File: config.mk
export PLATFORM = sky130hd
export DESIGN_NAME = text_stream_cat_filter_flat
export DESIGN_NICKNAME = d
export VERILOG_FILES = /design/src/rtl/core/tscf_pkg.sv /design/src/rtl/core/tscf_stream_if.sv /design/src/rtl/core/text_stream_cat_filter.sv /design/src/flat_wrapper.sv
export SDC_FILE = /design/constraint.sdc
export NUM_CORES = 1
export LEC_CHECK = 0
export BUFFER_PORTS_ARGS = -buffer_cell sky130_fd_sc_hd__buf_2
export CAP_MARGIN = 20
export CORE_MARGIN = 5
export CORE_UTILIZATION = 55
export DETAILED_ROUTE_END_ITERATION = 8
export PLACE_DENSITY = 0.72
export SYNTH_ARGS = -nofsm -noshare
export SYNTH_HDL_FRONTEND = slang
export SYNTH_SLANG_ARGS = --single-unit
File: constraint.sdc
create_clock -name clk -period 3.5 [get_ports clk]
set_clock_uncertainty 0.2 [all_clocks]
set_input_delay 0.35 -clock clk [delete_from_list [all_inputs] [get_ports clk]]
set_output_delay 0.35 -clock clk [all_outputs]
set_load 0.1 [all_outputs]
File: src/rtl/core/tscf_pkg.sv
// ----------------------------------------------------------------------------
// Text stream cat filter package
// Payload types, register indexes and character codes shared by the block.
// ----------------------------------------------------------------------------
package tscf_pkg;

	localparam int NUMBER_DIGITS_DEF = 6;

	localparam int CFG_INDEX_W = 3;
	localparam int CFG_DATA_W  = 1;

	localparam logic [CFG_INDEX_W-1:0] REG_SQUEEZE_BLANK    = 3'd0;
	localparam logic [CFG_INDEX_W-1:0] REG_NUMBER_ALL       = 3'd1;
	localparam logic [CFG_INDEX_W-1:0] REG_NUMBER_NONBLANK  = 3'd2;
	localparam logic [CFG_INDEX_W-1:0] REG_SHOW_ENDS        = 3'd3;
	localparam logic [CFG_INDEX_W-1:0] REG_SHOW_TABS        = 3'd4;
	localparam logic [CFG_INDEX_W-1:0] REG_SHOW_NONPRINTING = 3'd5;

	localparam logic [7:0] ASCII_TAB    = 8'd9;
	localparam logic [7:0] ASCII_NL     = 8'd10;
	localparam logic [7:0] ASCII_SPACE  = 8'd32;
	localparam logic [7:0] ASCII_DOLLAR = 8'd36;
	localparam logic [7:0] ASCII_ZERO   = 8'd48;
	localparam logic [7:0] ASCII_QUERY  = 8'd63;
	localparam logic [7:0] ASCII_I      = 8'd73;
	localparam logic [7:0] ASCII_CARET  = 8'd94;
	localparam logic [7:0] ASCII_DEL    = 8'd127;
	localparam logic [7:0] CTRL_LIMIT   = 8'd32;
	localparam logic [7:0] CARET_OFFSET = 8'd64;

	typedef struct packed {
		logic [7:0] in_byte;
		logic       first_of_file;
	} in_item_t;

	typedef struct packed {
		logic [7:0] out_byte;
		logic       last_of_run;
	} out_item_t;

	typedef struct packed {
		logic squeeze_blank;
		logic number_all;
		logic number_nonblank;
		logic show_ends;
		logic show_tabs;
		logic show_nonprinting;
	} cfg_t;

endpackage

File: src/rtl/core/tscf_stream_if.sv
// ----------------------------------------------------------------------------
// Text stream cat filter stream interface
// Valid/ready channel carrying one payload item per transaction.
// ----------------------------------------------------------------------------
interface tscf_stream_if #(
	parameter type payload_t = logic
) ();
	logic     valid;
	logic     ready;
	payload_t payload;

	modport source (output valid, output payload, input ready);
	modport sink (input valid, input payload, output ready);
endinterface

File: src/rtl/core/text_stream_cat_filter.sv
// ----------------------------------------------------------------------------
// Text stream cat filter
// Line numbering, blank squeezing and visible control bytes on a byte stream.
// ----------------------------------------------------------------------------
//  Channel   Direction  Payload                      Handshake
//  in_ch     sink       in_byte, first_of_file       valid / ready
//  out_ch    source     out_byte, last_of_run        valid / ready
//  cfg       write      cfg_index, cfg_data          cfg_we, no wait
//
// An input transaction is worked out in the cycle it is accepted and its run
// of output bytes is loaded into the result register, one byte leaving per
// cycle while out_ch is ready: a plain byte is a run of 1 byte, a caret pair 2,
// a numbered line start NUMBER_DIGITS + 2 or + 3. The run length sets the rate.
// A new input is taken in the cycle the last byte of the current run leaves.
// arst_n clears configuration, line state and the output run.
// ----------------------------------------------------------------------------
module text_stream_cat_filter #(
	parameter int NUMBER_DIGITS = tscf_pkg::NUMBER_DIGITS_DEF
) (
	input  logic                             clk,
	input  logic                             arst_n,
	input  logic                             cfg_we,
	input  logic [tscf_pkg::CFG_INDEX_W-1:0] cfg_index,
	input  logic [tscf_pkg::CFG_DATA_W-1:0]  cfg_data,
	tscf_stream_if.sink                      in_ch,
	tscf_stream_if.source                    out_ch
);

	localparam int CNT_W   = 4 * NUMBER_DIGITS;
	localparam int PRE_N   = NUMBER_DIGITS + 1;
	localparam int PRE_IW  = $clog2(PRE_N);
	localparam int RUN_MAX = PRE_N + 2;
	localparam int POS_W   = $clog2(RUN_MAX + 1);
	localparam logic [POS_W-1:0] PRE_LEN = POS_W'(PRE_N);

	tscf_pkg::cfg_t      cfg_q;
	tscf_pkg::in_item_t  in_item;
	tscf_pkg::out_item_t out_item;

	logic [7:0]       prev_byte_q;
	logic             blank_held_q;
	logic [CNT_W-1:0] line_num_q;

	// Output run: optional number prefix followed by one or two body bytes.
	logic             run_valid_q;
	logic [POS_W-1:0] pos_q;
	logic [POS_W-1:0] len_q;
	logic             num_q;
	logic [7:0]       pre_q [PRE_N];
	logic [7:0]       body_q [2];

	logic             in_acc;
	logic             out_fire;
	logic             run_last;
	logic             first;
	logic [7:0]       c;
	logic [7:0]       prev_eff;
	logic             held_eff;
	logic [CNT_W-1:0] num_eff;
	logic             line_start;
	logic             is_nl;
	logic             blank_line;
	logic             drop;
	logic             blank_held_d;
	logic             want_num;
	logic             all_nines;
	logic [CNT_W-1:0] num_inc;
	logic [CNT_W-1:0] line_num_d;
	logic [7:0]       pre_d [PRE_N];
	logic [7:0]       body_d [2];
	logic [1:0]       body_len_d;
	logic [POS_W-1:0] run_len_d;
	logic [POS_W-1:0] body_off;
	logic [7:0]       out_byte;

	assign in_item  = in_ch.payload;
	assign c        = in_item.in_byte;
	assign first    = in_item.first_of_file;
	assign in_acc   = in_ch.valid && in_ch.ready;
	assign out_fire = run_valid_q && out_ch.ready;
	assign run_last = (pos_q == len_q - POS_W'(1));

	assign in_ch.ready = !run_valid_q || (out_ch.ready && run_last);

	// A new file starts from the reset line state.
	assign prev_eff   = first ? tscf_pkg::ASCII_NL : prev_byte_q;
	assign held_eff   = first ? 1'b0 : blank_held_q;
	assign num_eff    = first ? CNT_W'(1) : line_num_q;
	assign line_start = (prev_eff == tscf_pkg::ASCII_NL);
	assign is_nl      = (c == tscf_pkg::ASCII_NL);
	assign blank_line = line_start && is_nl;
	assign drop       = blank_line && cfg_q.squeeze_blank && held_eff;

	assign blank_held_d = blank_line ? 1'b1 : (is_nl ? held_eff : 1'b0);
	assign want_num     = !drop && line_start &&
		(cfg_q.number_nonblank ? !is_nl : cfg_q.number_all);

	// Saturating BCD increment of the line counter.
	always_comb begin
		logic       carry;
		logic [3:0] d;
		carry     = 1'b1;
		all_nines = 1'b1;
		num_inc   = num_eff;
		for (int i = 0; i < NUMBER_DIGITS; i++) begin
			d = num_eff[4*i +: 4];
			if (d != 4'd9) begin
				all_nines = 1'b0;
			end
			if (carry) begin
				if (d < 4'd9) begin
					num_inc[4*i +: 4] = d + 4'd1;
					carry = 1'b0;
				end else begin
					num_inc[4*i +: 4] = 4'd0;
				end
			end
		end
	end

	assign line_num_d = (want_num && !all_nines) ? num_inc : num_eff;

	// Number prefix, most significant digit first, leading zeros as spaces.
	always_comb begin
		logic       started;
		logic [3:0] d;
		started = 1'b0;
		for (int k = 0; k < NUMBER_DIGITS; k++) begin
			d = num_eff[4*(NUMBER_DIGITS-1-k) +: 4];
			if (d > 4'd9) begin
				d = 4'd9;
			end
			if (d != 4'd0 || k == NUMBER_DIGITS - 1) begin
				started = 1'b1;
			end
			pre_d[k] = started ? (tscf_pkg::ASCII_ZERO + {4'd0, d}) : tscf_pkg::ASCII_SPACE;
		end
		pre_d[NUMBER_DIGITS] = tscf_pkg::ASCII_TAB;
	end

	// Body bytes; newline and tab are checked before the caret forms.
	always_comb begin
		body_d[0]  = c;
		body_d[1]  = c;
		body_len_d = 2'd1;
		if (is_nl) begin
			if (cfg_q.show_ends) begin
				body_d[0]  = tscf_pkg::ASCII_DOLLAR;
				body_len_d = 2'd2;
			end
		end else if (c == tscf_pkg::ASCII_TAB) begin
			if (cfg_q.show_tabs) begin
				body_d[0]  = tscf_pkg::ASCII_CARET;
				body_d[1]  = tscf_pkg::ASCII_I;
				body_len_d = 2'd2;
			end
		end else if (cfg_q.show_nonprinting && c < tscf_pkg::CTRL_LIMIT) begin
			body_d[0]  = tscf_pkg::ASCII_CARET;
			body_d[1]  = c + tscf_pkg::CARET_OFFSET;
			body_len_d = 2'd2;
		end else if (cfg_q.show_nonprinting && c == tscf_pkg::ASCII_DEL) begin
			body_d[0]  = tscf_pkg::ASCII_CARET;
			body_d[1]  = tscf_pkg::ASCII_QUERY;
			body_len_d = 2'd2;
		end
	end

	assign run_len_d = (want_num ? PRE_LEN : '0) + POS_W'(body_len_d);

	always_ff @(posedge clk or negedge arst_n) begin
		if (!arst_n) begin
			cfg_q <= '0;
		end else if (cfg_we) begin
			case (cfg_index)
				tscf_pkg::REG_SQUEEZE_BLANK:    cfg_q.squeeze_blank    <= cfg_data[0];
				tscf_pkg::REG_NUMBER_ALL:       cfg_q.number_all       <= cfg_data[0];
				tscf_pkg::REG_NUMBER_NONBLANK:  cfg_q.number_nonblank  <= cfg_data[0];
				tscf_pkg::REG_SHOW_ENDS:        cfg_q.show_ends        <= cfg_data[0];
				tscf_pkg::REG_SHOW_TABS:        cfg_q.show_tabs        <= cfg_data[0];
				tscf_pkg::REG_SHOW_NONPRINTING: cfg_q.show_nonprinting <= cfg_data[0];
				default: ;
			endcase
		end
	end

	always_ff @(posedge clk or negedge arst_n) begin
		if (!arst_n) begin
			prev_byte_q  <= tscf_pkg::ASCII_NL;
			blank_held_q <= 1'b0;
			line_num_q   <= CNT_W'(1);
		end else if (in_acc) begin
			prev_byte_q  <= c;
			blank_held_q <= blank_held_d;
			line_num_q   <= line_num_d;
		end
	end

	always_ff @(posedge clk or negedge arst_n) begin
		if (!arst_n) begin
			run_valid_q <= 1'b0;
			pos_q       <= '0;
		end else if (in_acc) begin
			run_valid_q <= !drop;
			pos_q       <= '0;
		end else if (out_fire) begin
			if (run_last) begin
				run_valid_q <= 1'b0;
			end else begin
				pos_q <= pos_q + POS_W'(1);
			end
		end
	end

	always_ff @(posedge clk) begin
		if (in_acc) begin
			len_q  <= run_len_d;
			num_q  <= want_num;
			pre_q  <= pre_d;
			body_q <= body_d;
		end
	end

	assign body_off = pos_q - (num_q ? PRE_LEN : '0);
	assign out_byte = (num_q && pos_q < PRE_LEN) ? pre_q[pos_q[PRE_IW-1:0]] :
		body_q[body_off[0]];

	assign out_item.out_byte    = out_byte;
	assign out_item.last_of_run = run_last;
	assign out_ch.payload       = out_item;
	assign out_ch.valid         = run_valid_q;

endmodule

File: src/flat_wrapper.sv
// flat-port wrapper written by rule: the top's interface ports become plain ports
module text_stream_cat_filter_flat import tscf_pkg::*;
#(
	parameter int NUMBER_DIGITS = tscf_pkg::NUMBER_DIGITS_DEF
)
  (clk, arst_n, cfg_we, cfg_index, cfg_data, in_ch_valid, in_ch_payload, in_ch_ready, out_ch_valid, out_ch_payload, out_ch_ready);
  tscf_stream_if #(.payload_t(in_item_t)) in_ch_i ();
  tscf_stream_if #(.payload_t(out_item_t)) out_ch_i ();
  input  logic clk;
  input  logic arst_n;
  input  logic cfg_we;
  input  logic [tscf_pkg::CFG_INDEX_W-1:0] cfg_index;
  input  logic [tscf_pkg::CFG_DATA_W-1:0] cfg_data;
  input wire logic [$bits(in_ch_i.valid)-1:0] in_ch_valid;
  input wire logic [$bits(in_ch_i.payload)-1:0] in_ch_payload;
  output wire logic [$bits(in_ch_i.ready)-1:0] in_ch_ready;
  output wire logic [$bits(out_ch_i.valid)-1:0] out_ch_valid;
  output wire logic [$bits(out_ch_i.payload)-1:0] out_ch_payload;
  input wire logic [$bits(out_ch_i.ready)-1:0] out_ch_ready;
  assign in_ch_i.valid = in_ch_valid;
  assign in_ch_i.payload = in_ch_payload;
  assign in_ch_ready = in_ch_i.ready;
  assign out_ch_valid = out_ch_i.valid;
  assign out_ch_payload = out_ch_i.payload;
  assign out_ch_i.ready = out_ch_ready;
  text_stream_cat_filter #(.NUMBER_DIGITS(NUMBER_DIGITS)) u_core (.clk(clk), .arst_n(arst_n), .cfg_we(cfg_we), .cfg_index(cfg_index), .cfg_data(cfg_data), .in_ch(in_ch_i), .out_ch(out_ch_i));
endmodule
==> qor.yml <==
cts_setup_buffers: 0
num_vias: 4198
reg2reg_depth: 9
remaining_drc_errors: 0
path_clk_slew_ns: 0.09
setup_viol: 0
synthToLayoutAreaGrowth_pct: 9.78
cts_num_sinks: 94
period_share_pct: 84.3
powerDensity_nw_per_um2: 645
start_util_pct: 56.7
vdd_drop_max_mv: 0.621
final_antenna_net_count: 0
htreeDepth: 3
cts_tree: "done"
hold_viol_final: 0
max_cap_viol_count: 0
die_y_um: 111
synth-seq-cells: 94
portBuffers: 28
hold_end: "u_core.prev_byte_q[3]"
gp_congestion: 0.878
outcome: "complete, no violations"
yosysSeqAreaShare_pct: 46.6
nets: 610
clock_path_buffers: 2
cp-end-kind: "output port"
yosysTopAreaCellShare_pct: 26.8
cts_root_buffer: "clkbuf_8"
hold_depth: 3
critPathMaxFanout: 5
rsz0062_at_grt: "no"
synthFlopType: "edfxtp_1"
whs_ns: 0.0309
min_path_type: "input pin to register"
num_io_pins: 29
yosysWarningCount: 0
hold_start: "in_ch_payload[4]"
async_reset_ff_share_pct: 46.8
ys_top_cells_by_area: "edfxtp_1, dfrtp_1, ha_1, nand2_1, nor2_1"
netlist_instances: 548
slew_headroom_pct: 50.4
routed_wl_um: 12700
yosys.area.top_type: "edfxtp_1"
crit_type: "register to output port"
drv_slew: 0
synth_area_um2: 5590
dp_hpwl_um: 9250
grt_pass1_vias: 4116
min_period_ns: 2.95
first_iter_violations: 368
timing.rr.end: "u_core.line_num_q[22]"
timing.fmax_mhz: 339
grtUsageTotal_pct: 21.4
final_core_util_pct: 62.2
layout_commonest_cell: "nand2_1"
worstSkewPairLatency_ns: 0.37
synth_cell_types: 83
core_um2: 9860
layout_common_cells: "nand2_1, edfxtp_1, nor2_1, dfrtp_1, inv_1"
antenna_cells: 0
ctsResizeCount: 0
fillers: 809
via_per_inst: 5.95
first_pass_iters: 5
antenna_found_initial: 0
timing.rr.start: "u_core.len_q[0]"
grt_pass1_wl_um: 21000
avgSynthCellArea_um2: 10.2
cts_hold_buf: 0
worst_pin_slew_ns: 0.744
die_w_um: 111
ff2ff_setup_slack_ns: 0.57
cp.required_ns: 2.95
synth_nets: 591
cts_buffers: 9
start_kind: "register"
wl_per_cell_um: 18.0
dieArea_um2: 12300
overflow: 0
synth_edf_count: 50
cp_data_arrival_time_ns: 2.40
drive_gt1_share_pct: 17.0
rows: 36
grt_max_degree: 61
tns_ns: 0
p_leak_nw: 2.58
[synth_stat cells, types with 10 or more instances]
| library cell | n |
|---|---|
| edfxtp_1 | 50 |
| o21ai_0 | 27 |
| nor3_1 | 14 |
| nor2b_1 | 10 |
| a21oi_1 | 17 |
| inv_1 | 36 |
| nor2_1 | 41 |
| mux2_2 | 12 |
| nand2_1 | 51 |
| nand4_1 | 11 |
| a31oi_1 | 11 |
| ha_1 | 24 |
| dfrtp_1 | 41 |
| nand2b_1 | 20 |
| and3_1 | 10 |
| mux2i_1 | 10 |
| clkbuf_1 | 22 |
[sequential cells by signal, summed over array words and instances, names as in the netlist]
signal               flops
u_core.pre_q            29
u_core.line_num_q       24
u_core.body_q           16
u_core.prev_byte_q       8
u_core.cfg_q             6
u_core.len_q             4
u_core.pos_q             4
u_core.blank_held_q      1
u_core.num_q             1
u_core.out_ch.valid      1
[stage by stage]
stage | cell area, um^2 | setup slack [ns] | std cells | power [W]
2_1_floorplan | 5600 | 0.0335 | 548 | 0.00275
3_3_place_gp | 5920 | 0.526 | 687 | 0.00322
3_5_place_dp | 5920 | 0.377 | 687 | 0.00326
4_1_cts | 6110 | 0.558 | 703 | 0.00398
5_1_grt | 6140 | 0.330 | 705 | 0.00419
6_report | 6140 | 0.549 | 705 | 0.00396
[critical path, stage by stage (launching register included)]
cell and delay (ns):
edfxtp_1 0.42, inv_1 0.07, ha_1 0.19, xnor3_1 0.38, and3_1 0.25, nand2_1 0.15, inv_1 0.14, buf_2 0.44
[per-layer routing]
metal / wire length [um] / track usage (%) / vias up
met3: 778 / 4.48 / 30
met4: 364 / 8.95 / 0
met5: 0 / 0 / -
li1: - / - / 2014
met1: 5680 / 29.9 / 2001
met2: 5840 / 32.4 / 153
[area by class of cell]
cell class	instances	area, um^2	share of cell area, %
repair buffers	41	343	5.58
clock buffers	10	128	2.08
multi-input cells	383	2690	43.8
well taps	133	166	2.71
inverters	38	143	2.32
clock inverters	6	62.6	1.02
flip-flops and latches	94	2610	42.4
[cell families (layout without fill, tap and decap cells)]
logic type | after synthesis | count (layout) | share of synthesized area, %
AO/OA/AOI/OAI | 110 | 110 | 13.6
XOR/XNOR | 9 | 9 | 1.66
flip-flops | 94 | 94 | 46.6
AND/OR/NAND/NOR | 212 | 212 | 20.8
adder cells (fa/ha/maj) | 25 | 25 | 5.73
buffers and inverters | 71 | 95 | 5.37
multiplexers | 27 | 27 | 6.22
[worst max path at each step]
| stage | start | cells past startpoint | end |
|---|---|---|---|
| after detailed placement | in_ch_payload[0] | 10 | u_core.line_num_q[18] |
| after global placement | in_ch_payload[0] | 10 | u_core.line_num_q[17] |
| after global routing | u_core.line_num_q[1] | 9 | u_core.line_num_q[19] |
| final | u_core.len_q[0] | 7 | out_ch_payload[0] |
| after floorplan | u_core.pos_q[0] | 5 | out_ch_payload[1] |
| after CTS | u_core.len_q[0] | 7 | out_ch_payload[0] |
[power breakdown]
group / total [W] / internal (W) / switching [W]
registers: 0.00151 / 0.00138 / 0.000131
clock network: 0.000715 / 0.000328 / 0.000387
logic: 0.00174 / 0.000619 / 0.00112
Note: power is estimated with default switching activity, not from simulation.
